File: src/nrpn_dec_pkg.sv
// Types and constants shared by the NRPN decoder modules.
// No dependencies.
package nrpn_dec_pkg;

   // Event code index of a control change
   localparam logic [3:0] CIN_CONTROL_CHANGE = 4'hB;

   // Controller numbers
   localparam logic [6:0] CC_NRPN_LSB = 7'd98;
   localparam logic [6:0] CC_NRPN_MSB = 7'd99;
   localparam logic [6:0] CC_RPN_LSB  = 7'd100;
   localparam logic [6:0] CC_RPN_MSB  = 7'd101;
   localparam logic [6:0] CC_DATA_LSB = 7'd38;
   localparam logic [6:0] CC_DATA_MSB = 7'd6;

   // Register file
   localparam int          CSR_ADDR_W    = 3;
   localparam int          CSR_DATA_W    = 32;
   localparam logic [0:0]  REG_FREE_MASK = 1'b0;   // word index
   localparam logic [15:0] MASK_RESET    = 16'hFFFE;

   typedef struct packed {
      logic [3:0] code_index;
      logic [3:0] channel;
      logic [6:0] controller;
      logic [6:0] data_byte;
   } req_type;

   typedef struct packed {
      logic [3:0]  out_channel;
      logic [14:0] param_number;
      logic [14:0] param_value;
   } rsp_type;

endpackage

File: src/midi_nrpn_decoder.sv
// MIDI NRPN decoder top level: request register, per-channel core, result register.
// A request is held in the request register, its result then in the result register.
// Throughput: one request per cycle unless stalled; a channel read-modify-write a cycle.
// A stalled result holds the request register, so at most two requests are in flight.
// Reset (synchronous): parameters undefined, values zero, free mask 0xFFFE.
// Depends on nrpn_dec_pkg and nrpn_dec_core.
module midi_nrpn_decoder #(
   parameter int NUM_CHANNELS = 16
) (
   input  logic                                 clock,
   input  logic                                 reset,
   input  logic                                 req_valid,
   output logic                                 req_stall,
   input  nrpn_dec_pkg::req_type                req_data,
   output logic                                 rsp_valid,
   input  logic                                 rsp_stall,
   output nrpn_dec_pkg::rsp_type                rsp_data,
   input  logic                                 psel,
   input  logic                                 penable,
   input  logic                                 pwrite,
   input  logic [nrpn_dec_pkg::CSR_ADDR_W-1:0]  paddr,
   input  logic [nrpn_dec_pkg::CSR_DATA_W-1:0]  pwdata,
   output logic [nrpn_dec_pkg::CSR_DATA_W-1:0]  prdata,
   output logic                                 pready
);
   import nrpn_dec_pkg::*;

   logic        in_valid_ff, in_valid_in;
   req_type     in_data_ff;
   logic        rsp_valid_ff, rsp_valid_in;
   rsp_type     rsp_data_ff;
   logic [15:0] free_mask_ff, free_mask_in;

   logic        advance, fire, take, hit, mask_wr, mask_sel;
   rsp_type     core_rsp;

   // Register file
   assign pready   = 1'b1;
   assign mask_sel = paddr[CSR_ADDR_W-1:2] == REG_FREE_MASK;
   assign mask_wr  = psel && penable && pwrite && mask_sel;
   assign free_mask_in = mask_wr ? pwdata[15:0] : free_mask_ff;
   assign prdata   = mask_sel ? {{(CSR_DATA_W-16){1'b0}}, free_mask_ff} : '0;

   // Pipeline control
   assign advance   = !rsp_valid_ff || !rsp_stall;
   assign fire      = in_valid_ff && advance;
   assign req_stall = in_valid_ff && !advance;
   assign take      = req_valid && !req_stall;

   assign in_valid_in  = take ? 1'b1 : (fire ? 1'b0 : in_valid_ff);
   assign rsp_valid_in = advance ? hit : rsp_valid_ff;

   nrpn_dec_core #(
      .NUM_CHANNELS(NUM_CHANNELS)
   ) u_core (
      .clock    (clock),
      .reset    (reset),
      .fire     (fire),
      .ev       (in_data_ff),
      .free_mask(free_mask_ff),
      .hit      (hit),
      .rsp      (core_rsp)
   );

   always_ff @(posedge clock) begin
      if (reset) begin
         in_valid_ff  <= 1'b0;
         rsp_valid_ff <= 1'b0;
         free_mask_ff <= MASK_RESET;
      end else begin
         in_valid_ff  <= in_valid_in;
         rsp_valid_ff <= rsp_valid_in;
         free_mask_ff <= free_mask_in;
      end
   end

   always_ff @(posedge clock) begin
      if (take) begin
         in_data_ff <= req_data;
      end
      if (advance && hit) begin
         rsp_data_ff <= core_rsp;
      end
   end

   assign rsp_valid = rsp_valid_ff;
   assign rsp_data  = rsp_data_ff;

`ifndef ASSERT_OFF
   // A new result only appears when the core dispatched a request
   a_rsp_from_fire: assert property (@(posedge clock) disable iff (reset)
      $rose(rsp_valid_ff) |-> $past(fire))
      else $error("result appeared without a dispatch");

   // Stall towards the requester only with a held request and a blocked result
   a_stall_cause: assert property (@(posedge clock) disable iff (reset)
      req_stall |-> (in_valid_ff && rsp_valid_ff && rsp_stall))
      else $error("request stalled without cause");

   // Free mask comes out of reset at its reset value
   a_mask_reset: assert property (@(posedge clock)
      reset |=> (free_mask_ff == MASK_RESET))
      else $error("free mask not reset");
`endif

endmodule

File: src/nrpn_dec_core.sv
// Per-channel NRPN state and the update / dispatch decision for one event.
// Depends on nrpn_dec_pkg.
module nrpn_dec_core #(
   parameter int NUM_CHANNELS = 16
) (
   input  logic                  clock,
   input  logic                  reset,
   input  logic                  fire,
   input  nrpn_dec_pkg::req_type ev,
   input  logic [15:0]           free_mask,
   output logic                  hit,
   output nrpn_dec_pkg::rsp_type rsp
);
   import nrpn_dec_pkg::*;

   localparam int         IDX_W = (NUM_CHANNELS > 1) ? $clog2(NUM_CHANNELS) : 1;
   localparam logic [4:0] NUM_CH = 5'(NUM_CHANNELS);

   // Parameter number bytes are 7 bits plus an undefined flag each;
   // the value is held as its two 7-bit halves (bit 0 is always zero).
   logic [6:0] hi_ff       [NUM_CHANNELS];
   logic       hi_undef_ff [NUM_CHANNELS];
   logic [6:0] lo_ff       [NUM_CHANNELS];
   logic       lo_undef_ff [NUM_CHANNELS];
   logic [6:0] vmsb_ff     [NUM_CHANNELS];
   logic [6:0] vlsb_ff     [NUM_CHANNELS];

   logic [6:0] hi_in, lo_in, vmsb_in, vlsb_in;
   logic       hi_undef_in, lo_undef_in;

   logic [IDX_W-1:0] idx;
   logic             act;
   logic             in_range;

   assign idx      = ev.channel[IDX_W-1:0];
   assign in_range = {1'b0, ev.channel} < NUM_CH;
   assign act      = fire && (ev.code_index == CIN_CONTROL_CHANGE) && in_range;

   always_comb begin
      hi_in       = hi_ff[idx];
      hi_undef_in = hi_undef_ff[idx];
      lo_in       = lo_ff[idx];
      lo_undef_in = lo_undef_ff[idx];
      vmsb_in     = vmsb_ff[idx];
      vlsb_in     = vlsb_ff[idx];
      unique case (ev.controller)
         CC_NRPN_LSB: begin
            lo_in       = ev.data_byte;
            lo_undef_in = 1'b0;
            vmsb_in     = '0;
            vlsb_in     = '0;
         end
         CC_NRPN_MSB: begin
            hi_in       = ev.data_byte;
            hi_undef_in = 1'b0;
            vmsb_in     = '0;
            vlsb_in     = '0;
         end
         CC_RPN_LSB, CC_RPN_MSB: begin
            hi_undef_in = 1'b1;
            lo_undef_in = 1'b1;
            vmsb_in     = '0;
            vlsb_in     = '0;
         end
         CC_DATA_LSB: begin
            vlsb_in = ev.data_byte;
         end
         CC_DATA_MSB: begin
            vmsb_in = ev.data_byte;
         end
         default: begin
         end
      endcase
   end

   // Dispatch only on data entry MSB with both bytes defined on a served channel
   assign hit = act && (ev.controller == CC_DATA_MSB) && !hi_undef_ff[idx]
                && !lo_undef_ff[idx] && !free_mask[ev.channel];

   assign rsp.out_channel  = ev.channel;
   assign rsp.param_number = {hi_ff[idx], 1'b0, lo_ff[idx]};
   assign rsp.param_value  = {ev.data_byte, vlsb_ff[idx], 1'b0};

   always_ff @(posedge clock) begin
      if (reset) begin
         for (int i = 0; i < NUM_CHANNELS; i++) begin
            hi_ff[i]       <= '0;
            hi_undef_ff[i] <= 1'b1;
            lo_ff[i]       <= '0;
            lo_undef_ff[i] <= 1'b1;
            vmsb_ff[i]     <= '0;
            vlsb_ff[i]     <= '0;
         end
      end else if (act) begin
         hi_ff[idx]       <= hi_in;
         hi_undef_ff[idx] <= hi_undef_in;
         lo_ff[idx]       <= lo_in;
         lo_undef_ff[idx] <= lo_undef_in;
         vmsb_ff[idx]     <= vmsb_in;
         vlsb_ff[idx]     <= vlsb_in;
      end
   end

endmodule
File: config.mk
export PLATFORM = sky130hd
export DESIGN_NAME = midi_nrpn_decoder
export DESIGN_NICKNAME = d
export VERILOG_FILES = /design/src/nrpn_dec_pkg.sv /design/src/midi_nrpn_decoder.sv /design/src/nrpn_dec_core.sv
export SDC_FILE = /design/constraint.sdc
export NUM_CORES = 1
export LEC_CHECK = 0
export ABC_AREA = 1
export ABC_CLOCK_PERIOD_IN_PS = 3100
export BUFFER_PORTS_ARGS = -buffer_cell sky130_fd_sc_hd__buf_2
export CAP_MARGIN = 25
export CORE_MARGIN = 1
export CORE_UTILIZATION = 57
export CTS_BUF_LIST = sky130_fd_sc_hd__clkbuf_2
export CTS_CLUSTER_DIAMETER = 120
export CTS_CLUSTER_SIZE = 24
export DETAILED_ROUTE_END_ITERATION = 10
export PLACE_DENSITY_LB_ADDON = 0.2
export SYNTH_ARGS = -nofsm -noshare
export SYNTH_HDL_FRONTEND = slang
export SYNTH_HIERARCHICAL = 1
export SYNTH_SLANG_ARGS = --single-unit
File: constraint.sdc
create_clock -name clock -period 3.1 [get_ports clock]
set_input_delay 0.62 -clock clock [delete_from_list [all_inputs] [get_ports clock]]
set_output_delay 0.62 -clock clock [all_outputs]
set_load 0.01 [all_outputs]
==> results.cfg <==
[outcome]
status = finished clean

[worst_setup_path]
crit_chain = inv_2, nand2_1, inv_2, buf_4, nand2_1, nand4_1, nand2_1, nand2_1, nor2_1, nand2_1, nand2_2, nor2_1
critPathKind = reg2reg
slowest_delay_ps = 710
end_kind = register
critPathRequiredTime_ps = 3980
path_max_fanout = 28
path_buf_inv = 3
cp_common_cell = nand2_1
crit_family = simple AND/OR/NAND/NOR gates
slowest_stage = edfxtp_1
crit_path_start_kind = register
cp.arrival_ps = 3660

[route]
wl_mm = 55.2
dr.pass1.iters = 6
avgRoutedWirePerCell_um = 20.6
vias = 15500
drt_iter0_drc = 1895
detail-route-antenna-nets = 0
avgViaCountPerCell = 5.77
drc = 0

[logic_synthesis]
syn_area_per_cell_um2 = 9.50
ys_seq_area_share_pct = 63.7
yosys_warnings = 6
syn_area_um2 = 20100
ys_seq_elements = 442
ys_types = 26
synthCells = 2112

[power_and_ir_drop]
p_leak_nw = 8.93
ir_worst_vdd_mv = 0.349
power_density_nw_per_um2 = 465
power.total_mw = 10.1

[timing]
grt_setup_unrepaired = no
fin_crit_ps = 2780
finalMaxSlewViolations = 0
max_freq_ghz = 0.359
fin_skew_ps = 82.0
fin_ws_ps = 318
hold_viol = 0
fin_setup_tns_ps = 0
setup_violations = 0
period_share_pct = 89.7
worst_pin_slew_ps = 709
slew_headroom_pct = 52.6

[global_routing]
grt_pass1_vias = 14900
grtUsageTotal_pct = 31.0
overflow = 0
grt_pass1_wl_mm = 84.2
grt_max_degree = 81
antenna_found_initial = 2

[die]
design.die.area_um2 = 35900
ioPinCount = 133
rows = 68
dieHeight_um = 190
coreArea_um2 = 34500
die_w_um = 190
start_util_pct = 58.1

[place]
dpl.cell_count = 2588
io_buffers = 97
dp_slack_ps = 404
hpwlAfterDp_mm = 33.1
gp_congestion = 0.884

[clock_tree]
cts.clk_slew.worst_paths_ps = 420
clock-root-buffer = clkbuf_2
h-tree-depth = 1
cts.sinks = 442
cts_buffer_depth = 3
cts_tree = yes
numCtsBuffers = 22
cts_setup_buffers = 0
clock_latency_ps = 1050

[final_layout]
layout.nets = 2280
final_cell_mix = nand2_1 (808), edfxtp_1 (392), nor2_1 (263), a21oi_1 (151), buf_2 (97)
synthToLayoutAreaGrowth_pct = 8.12
drive_above_1_share_pct = 11.1
final_core_util_pct = 62.8
fillers = 2833
stdcell_count = 2680
final_common_cell = nand2_1

[run]
drv_cap = 0

[hold_path]
hp-class = in2reg
-- final timing paths --
kind	start	to	slack [ps]	depth (start not counted)
worst min-delay path	psel	free_mask_ff[11]$_SDFFE_PP1P_	130	6
worst min register to register	free_mask_ff[4]$_SDFFE_PP1P_	free_mask_ff[4]$_SDFFE_PP1P_	510	2
worst max register to register	in_data_ff[15]$_DFFE_PP_	u_core/hi_ff[5][0]$_SDFFCE_PN0P_	320	12
worst max-delay path	in_data_ff[15]$_DFFE_PP_	u_core/hi_ff[5][0]$_SDFFCE_PN0P_	320	12
-- sequential cells by signal, indices dropped and copies added, names as in the netlist --
| register | cells |
|---|---|
| rsp_valid | 1 |
| u_core/vlsb_ff | 112 |
| u_core/hi_undef_ff | 16 |
| u_core/hi_ff | 112 |
| in_data_ff | 22 |
| u_core/lo_ff | 112 |
| free_mask_ff | 16 |
| in_valid_ff | 1 |
| u_core/lo_undef_ff | 16 |
| rsp_data | 34 |
-- synth_stat cells, drive strengths merged --
master	number	area, µm²
o21ai	76	422
nand3	45	225
or2	1	6.26
conb	3	11.3
nand2	828	3160
edfxtp	392	11800
nand4	41	269
buf	106	810
nor2	273	1070
nor3	5	25.0
clkbuf	58	218
inv	83	312
dfxtp	50	1000
a21oi	151	756
-- cell families after synthesis --
group	synth area share [%]
AND/OR/NAND/NOR	23.7
flip-flops	63.7
buffers and inverters	6.68
AO/OA/AOI/OAI	5.87
other	0.0561
-- timing repair --
item	in CTS	in global routing
endpoints found under the hold margin	51	0
hold buffers	59	0
resized for setup	0	0
-- routing by layer --
| layer | GRT usage [%] | share of wire [%] | wire [µm] |
|---|---|---|---|
| met1 | 41.5 | 38 | 21100 |
| met2 | 51.7 | 47 | 26100 |
| met3 | 4.83 | 11 | 6070 |
| met4 | 10.8 | 3.6 | 1960 |
| met5 | 0 | 0 | 0 |
-- tightest hold or removal path, delay by kind of cell --
| kind | cells | cell delay, ps |
|---|---|---|
| buf+inv | 2 | 170 |
| simple gates | 4 | 390 |
-- final cells by class --
cell class	instances	area (µm²)	share of cell area [%]
well taps	455	569	2.63
diodes	2	5.00	0.0231
clock buffers	30	150	0.692
multi-input cells	1439	6020	27.7
clock inverters	1	16.3	0.0750
flip-flops and latches	442	12800	58.9
repair buffers	228	1840	8.49
inverters	83	312	1.44
-- power breakdown --
| part | leakage, nW | internal [mW] | switching (mW) |
|---|---|---|---|
| combinational | 4.40 | 0.370 | 1.03 |
| clock | 0.132 | 0.261 | 1.68 |
| sequential | 4.40 | 6.66 | 0.0752 |
| total | 8.93 | 7.29 | 2.78 |
-- stage by stage --
step,cell area (µm²),hold slack [ps]
after floorplan,20100,443
after global placement,20900,457
after detailed placement,20900,462
after CTS,21700,26.1
after global routing,21700,128
final,21700,128
Note: power is estimated with default switching activity, not from simulation.
